==> config.mk <==
export PLATFORM = sky130hd
export DESIGN_NAME = tcd_div_pipe
export DESIGN_NICKNAME = d
export VERILOG_FILES = /design/src/rtl/tcd_pkg.sv /design/src/rtl/tcd_div_pipe.sv
export SDC_FILE = /design/constraint.sdc
export NUM_CORES = 2
export LEC_CHECK = 0
export BUFFER_PORTS_ARGS = -buffer_cell sky130_fd_sc_hd__buf_4
export CORE_MARGIN = 4
export CORE_UTILIZATION = 42
export CTS_CLUSTER_SIZE = 24
export DETAILED_ROUTE_END_ITERATION = 12
export HOLD_SLACK_MARGIN = 0.15
export MAX_ROUTING_LAYER = met4
export RECOVER_POWER = 100
export SYNTH_ARGS = -nofsm -noshare
export SYNTH_HDL_FRONTEND = slang
export SYNTH_SLANG_ARGS = --single-unit
export TNS_END_PERCENT = 100
==> constraint.sdc <==
create_clock -name clk_i -period 8.9 [get_ports clk_i]
set_input_delay 0.89 -clock clk_i [delete_from_list [all_inputs] [get_ports clk_i]]
set_output_delay 0.89 -clock clk_i [all_outputs]
set_load 0.05 [all_outputs]
==> src/rtl/tcd_pkg.sv <==
// shared widths, types and constants of the triangle coverage and depth unit
package tcd_pkg;

  localparam int COORD_BITS       = 23;
  localparam int WEIGHT_FRAC_BITS = 10;

  // derived widths
  localparam int DIFF_W = COORD_BITS + 1;        // signed coordinate difference
  localparam int PROD_W = 2 * DIFF_W;            // signed cross product term
  localparam int EDGE_W = PROD_W + 1;            // signed edge function
  localparam int MAG_W  = PROD_W;                // edge function magnitude
  localparam int AREA_W = MAG_W + 2;             // sum of three magnitudes
  localparam int REM_W  = AREA_W + 1;            // divider partial remainder
  localparam int WGT_W  = WEIGHT_FRAC_BITS + 1;  // weight, 0 .. 2^W
  localparam int WZ_W   = WGT_W + COORD_BITS;    // weight times depth
  localparam int ACC_W  = WZ_W + 2;              // sum of three weighted depths

  localparam logic [WGT_W-1:0] WEIGHT_ONE = {1'b1, {WEIGHT_FRAC_BITS{1'b0}}};

  typedef logic [COORD_BITS-1:0] coord_t;

  // data that rides alongside the divider
  typedef struct packed {
    logic         covered;
    coord_t [2:0] z;
  } side_t;

endpackage

==> src/rtl/tcd_div_pipe.sv <==
// pipelined restoring divider giving two fractional weights, one quotient bit per stage
module tcd_div_pipe (
  input  logic                                clk_i,
  input  logic                                rst_ni,
  input  logic                                en_i,
  input  logic                                valid_i,
  input  logic [tcd_pkg::MAG_W-1:0]           num0_i,
  input  logic [tcd_pkg::MAG_W-1:0]           num1_i,
  input  logic [tcd_pkg::AREA_W-1:0]          den_i,
  input  tcd_pkg::side_t                      side_i,
  output logic                                valid_o,
  output logic [tcd_pkg::WGT_W-1:0]           q0_o,
  output logic [tcd_pkg::WGT_W-1:0]           q1_o,
  output tcd_pkg::side_t                      side_o
);

  localparam int NSTG  = tcd_pkg::WGT_W;
  localparam int REM_W = tcd_pkg::REM_W;
  localparam int QW    = tcd_pkg::WGT_W;

  logic                          vld_q  [NSTG];
  logic [REM_W-1:0]              r0_q   [NSTG];
  logic [REM_W-1:0]              r1_q   [NSTG];
  logic [QW-1:0]                 q0_q   [NSTG];
  logic [QW-1:0]                 q1_q   [NSTG];
  logic [tcd_pkg::AREA_W-1:0]    den_q  [NSTG];
  tcd_pkg::side_t                side_q [NSTG];

  for (genvar k = 0; k < NSTG; k++) begin : g_step
    logic [REM_W-1:0]           t0, t1;
    logic [REM_W-1:0]           dn;
    logic [tcd_pkg::AREA_W-1:0] den_in;
    logic [QW-1:0]              qp0, qp1;
    logic                       ge0, ge1;
    tcd_pkg::side_t             side_in;
    logic                       vld_in;

    if (k == 0) begin : g_first
      // first step compares the unshifted numerator
      assign t0      = REM_W'(num0_i);
      assign t1      = REM_W'(num1_i);
      assign den_in  = den_i;
      assign qp0     = '0;
      assign qp1     = '0;
      assign side_in = side_i;
      assign vld_in  = valid_i;
    end else begin : g_next
      assign t0      = {r0_q[k-1][REM_W-2:0], 1'b0};
      assign t1      = {r1_q[k-1][REM_W-2:0], 1'b0};
      assign den_in  = den_q[k-1];
      assign qp0     = q0_q[k-1];
      assign qp1     = q1_q[k-1];
      assign side_in = side_q[k-1];
      assign vld_in  = vld_q[k-1];
    end

    assign dn  = REM_W'(den_in);
    assign ge0 = (t0 >= dn);
    assign ge1 = (t1 >= dn);

    always_ff @(posedge clk_i or negedge rst_ni) begin
      if (!rst_ni) begin
        vld_q[k] <= 1'b0;
      end else if (en_i) begin
        vld_q[k] <= vld_in;
      end
    end

    always_ff @(posedge clk_i) begin
      if (en_i) begin
        r0_q[k]   <= ge0 ? (t0 - dn) : t0;
        r1_q[k]   <= ge1 ? (t1 - dn) : t1;
        q0_q[k]   <= {qp0[QW-2:0], ge0};
        q1_q[k]   <= {qp1[QW-2:0], ge1};
        den_q[k]  <= den_in;
        side_q[k] <= side_in;
      end
    end
  end

  assign valid_o = vld_q[NSTG-1];
  assign q0_o    = q0_q[NSTG-1];
  assign q1_o    = q1_q[NSTG-1];
  assign side_o  = side_q[NSTG-1];

endmodule

* Word level (Yosys, flattened, before mapping)
Memory sizes are Yosys's and may differ from the RTL's.
Cells that the tools add are included.
** Storage, ports and cells
- Register bits after elaboration :: 11
- Output and inout port bits :: 93
- RAM bits :: 2684
- Logic and storage cells :: 85
- Bits of input ports :: 220
- Memories :: 6
** Memory list
- side_q :: words 11, bits a word 70, rd ports 11, clocked after Yosys merged registers in 0, wr ports 11, line tcd_div_pipe.sv:27 : tcd_pkg::side_t side_q [NSTG];
- r0_q :: words 11, bits a word 51, rd ports 10, clocked after Yosys merged registers in 0, wr ports 11, line tcd_div_pipe.sv:22 : logic [REM_W-1:0] r0_q [NSTG];
- r1_q :: words 11, bits a word 51, rd ports 10, clocked after Yosys merged registers in 0, wr ports 11, line tcd_div_pipe.sv:23 : logic [REM_W-1:0] r1_q [NSTG];
- den_q :: words 11, bits a word 50, rd ports 10, clocked after Yosys merged registers in 0, wr ports 11, line tcd_div_pipe.sv:26 : logic [tcd_pkg::AREA_W-1:0] den_q [NSTG];
- q0_q :: words 11, bits a word 11, rd ports 11, clocked after Yosys merged registers in 0, wr ports 11, line tcd_div_pipe.sv:24 : logic [QW-1:0] q0_q [NSTG];
- q1_q :: words 11, bits a word 11, rd ports 11, clocked after Yosys merged registers in 0, wr ports 11, line tcd_div_pipe.sv:25 : logic [QW-1:0] q1_q [NSTG];
** Cells by class
- Order comparisons :: 22
- Muxes and demuxes :: 24
- Add/sub/neg operators :: 22
** Operators by type and width (count)
- 2-to-1 mux 51 bit :: 22
- >= comparator 51 x 50 -> 1 bit :: 20
- subtractor 51 x 50 -> 51 bit :: 20
- subtractor 48 x 50 -> 51 bit :: 2
- >= comparator 48 x 50 -> 1 bit :: 2
- 2-to-1 mux 1 bit :: 2

* Depth between registers and ports, before layout
An unclocked memory read counts as a cell.
- Word-level depth :: 3
- Depth in mapped cells :: 18

* Worst setup path after synthesis
OpenSTA, ideal clock, no wires.
- Path type :: input to register
- Start :: in den_i[12] (netlist bit)
- End :: mem r0_q[0][41] (netlist bit) (data pin)
- Slack :: 4826 ps
- Arrival :: 3814 ps
- Cell stages on the path :: 15
- Required time :: 8640 ps
- Cells stage by stage :: inv_1 -> ha_1 -> clkbuf_1 -> nand4_1 -> a21o_1 -> a2111oi_0 -> o21ai_0 -> a2111oi_0 -> or2_2 -> nand3_1 -> o31ai_1 -> nand2b_1 -> buf_2 -> buf_2 -> mux2_2
** RTL lines
- start: declaration :: line tcd_div_pipe.sv:9 : input logic [tcd_pkg::AREA_W-1:0] den_i,
- end: declaration :: line tcd_div_pipe.sv:22

==> run_results.csv <==
group,metric,value,unit
outcome,status,"complete, but fails checks",
outcome,violations,"capacitance limit, slew limit",
clock_network,clkSlewWorstSetupHoldPaths,0.06,ns
global_route,grt_pass1_wl,560000,um
routing,dr.pass1.iters,6,
sta,finalSetupViolCount,0,
logic_synthesis,synth_area_per_cell,11.0,um^2
floorplan,row_count,212,
clock_network,cts_tree,"built",
clock_network,clockRootBuffer,"clkbuf_16",
logic_synthesis,yosys.area_share.simple,9.86,%
worst_setup_path,r2r_cells,15,
logic_synthesis,synth_edf_count,2402,
worst_setup_path,startpoint,"den_q[4][3]",
placement,hpwl,289000,um
worst_setup_path,reg2reg_from,"den_q[4][3]",
logic_synthesis,synth_fa_ha_area_share,10.0,%
logic_synthesis,synthXorXnorAreaFrac,5.66,%
placement,port_buffers,312,
worst_setup_path,cp-end-kind,"register",
placement,place_congestion,0.965,
clock_network,clockBufferDepth,4,
logic_synthesis,synth_area,141000,um^2
logic_synthesis,synth_top_family_by_area,"compound AO/OA/AOI/OAI gates",
power_and_ir_drop,p_leak,62.8,nW
routing,dr_total_vias,96700,
logic_synthesis,ys_ff_latch,2413,
cells_and_area,drive_gt1_share,7.22,%
power_and_ir_drop,max-vdd-ir-drop,0.168,mV
sta,tns,0,ns
global_route,antenna_found_initial,3,
logic_synthesis,synth.yosys.seq_area_share,51.4,%
clock_network,cts.sinks,2413,
routing,antenna_left,0,
worst_setup_path,worstPathArrival,7.71,ns
sta,rsz0062_at_grt,"no",
power_and_ir_drop,power.density,342,nW/um^2
cells_and_area,syn2layout_area_growth,11.7,%
worst_setup_path,cp_max_fo,51,
global_route,grt_max_degree,184,
logic_synthesis,synth_compound_area_share,16.7,%
clock_network,clk_latency,0.92,ns
clock_network,ctsResizeCount,0,
sta,hold_viol,0,
sta,worstMarginPinSlew,5.74,ns
logic_synthesis,syn_nets,14100,
sta,final.period_utilization,80.0,%
logic_synthesis,ys_async_sr_fraction,0.456,%
sta,period_needed,7.12,ns
sta,clock_skew,0.0940,ns
sta,fmax,0.140,GHz
hold_path,holdCritStartpoint,"num0_i[44]",
logic_synthesis,yosysMostFrequentCell,"edfxtp_1",
worst_setup_path,start_kind,"register",
logic_synthesis,synth_top_area_share,51.2,%
sta,max_slew_margin,-283,%
run,maxCapViolations,16,
floorplan,initial_core_util,42.2,%
floorplan,fp.coreArea,334000,um^2
sta,drv_slew,889,
routing,first_iter_violations,6619,
worst_setup_path,worstSetupPathType,"register to register",
logic_synthesis,netlist_top_cells_count,"edfxtp_1, a21oi_1, ha_1",
logic_synthesis,ys_top_cells_by_area,"edfxtp_1, ha_1, a21oi_1",
hold_path,min_path_type,"input port to register",
placement,place_area,148000,um^2
routing,via_per_inst,5.45,
cells_and_area,nets,14400,
clock_network,htree_levels,5,
floorplan,dieArea,345000,um^2
cells_and_area,fillers,30700,
routing,wirelength,369000,um
hold_path,holdPathStages,2,
routing,route.detailed.drc,0,
logic_synthesis,ys_types,104,
global_route,gr-total-overflow,0,
logic_synthesis,synth_ff_type,"edfxtp_1",
floorplan,die_x,587,um
global_route,first_global_vias,97000,
routing,wl_per_cell,20.8,um
logic_synthesis,yosys_warnings,0,
floorplan,io_pins,313,
clock_network,cts_buffers,286,
cells_and_area,regArea,72400,um^2
logic_synthesis,yosysTopAreaCell,"edfxtp_1",
cells_and_area,fin_area,157000,um^2
logic_synthesis,synthMuxAreaShare,3.05,%
worst_setup_path,worstPathRequired,9.49,ns
floorplan,fp.dieH,587,um
logic_synthesis,synth_cells,12800,
global_route,grt_usage,21.3,%
cells_and_area,multi_input_area,63600,um^2
power breakdown:
part | internal (mW) | switching (mW)
combinational | 9.78 | 14.1
sequential | 16.4 | 1.73
clock | 7.00 | 4.69
total | 33.2 | 20.6
registers in the layout (all words and copies together), names as in the netlist:
name and flops:
side_q 770, den_q 500, r0_q 500, r1_q 500, q0_q 66, q1_q 66
g_step.vld_in 10, valid_o 1
metal layers:
layer	vias to the layer above	wire length (um)	GRT usage, %
li1	48300	-	-
met1	45400	161000	26.4
met2	2285	172000	34.6
met3	703	13500	2.12
met4	0	22800	11.0
met5	-	0	-
through the flow:
step	hold WS [ns]	total power [mW]	std cells	util, %	setup WS, ns
2_1_floorplan	0.400	35.5	12800	-	4.83
5_1_grt	0.253	57.4	17700	47.1	1.49
3_3_place_gp	0.400	42.2	17100	44.3	2.96
4_1_cts	0.181	54.4	17700	47.4	3.14
6_report	0.310	53.8	17700	47.1	1.78
3_5_place_dp	0.405	42.3	17100	44.3	3.03
kinds of logic (layout without fill, tap and decap cells):
group | Yosys count | count (layout)
buf+inv | 1211 | 1778
xor+xnor | 911 | 911
compound gates | 3811 | 3811
simple gates | 2940 | 2940
other cells | 0 | 3
fa+ha+maj | 1114 | 1114
flops | 2413 | 2413
mux | 366 | 366
critical path, cell delays in order, from the launching register on:
cell	delay [ns]
edfxtp_1	0.52
inv_1	0.13
ha_1	0.40
o21a_1	0.15
o31a_1	0.20
o31ai_2	0.13
nor2_1	0.15
a21o_1	0.23
a221oi_4	0.11
o41ai_1	0.84
a21oi_1	0.29
o31a_1	0.38
o221ai_1	0.28
a41o_2	0.23
clkbuf_1	2.23
mux2_2	0.49
cell usage in the layout, fill, tap and decap left out, drive strengths merged, types with 24 or more instances in the layout:
cell / netlist / routed
or2: 27 / 27
clkinv: 0 / 110
inv: 763 / 774
o31ai: 63 / 63
bufinv: 0 / 32
and2: 63 / 63
dlygate4sd3: 0 / 121
nor2: 877 / 877
nor3: 123 / 123
o21a: 109 / 109
nor4: 48 / 48
o21bai: 143 / 143
a211oi: 69 / 69
nand2: 850 / 850
xor2: 375 / 375
a311oi: 24 / 24
o211ai: 53 / 53
mux2: 359 / 359
clkbuf: 354 / 576
edfxtp: 2402 / 2402
nand2b: 121 / 121
or3: 29 / 29
and3: 124 / 124
a221oi: 37 / 37
xnor2: 536 / 536
nand4: 266 / 266
a21boi: 35 / 35
a21o: 669 / 669
a31oi: 131 / 131
a221o: 25 / 25
nand3: 189 / 189
and4: 25 / 25
o21ai: 790 / 790
a41oi: 25 / 25
a21oi: 1424 / 1424
nor2b: 130 / 130
ha: 1094 / 1094
buf: 94 / 149
a211o: 27 / 27
cell type report:
class	instances	share of cell area (%)
antenna	3	0.00477
clock buffer	338	4.79
clock inverter	169	1.16
inverter	763	1.82
multi-input combinational	9142	40.4
sequential	2413	46.0
tap	4387	3.49
timing repair buffer	508	2.35
worst paths after layout:
| path | to | slack (ns) |
|---|---|---|
| setup / recovery | r0_q[5][1] | 1.78 |
| hold / removal | r0_q[0][44] | 0.31 |
| setup reg to reg | r0_q[5][1] | 1.78 |
| hold reg to reg | side_q[3][53] | 0.37 |
| max in group asynchronous | g_step[7].vld_in | 7.96 |
| min in group asynchronous | g_step[1].vld_in | 0.55 |
repair_timing:
action,CTS,global route
hold buffers,121,0
buffers inserted,0,0
endpoints found under the hold margin,131,0
Note: power is estimated with default switching activity, not from simulation.
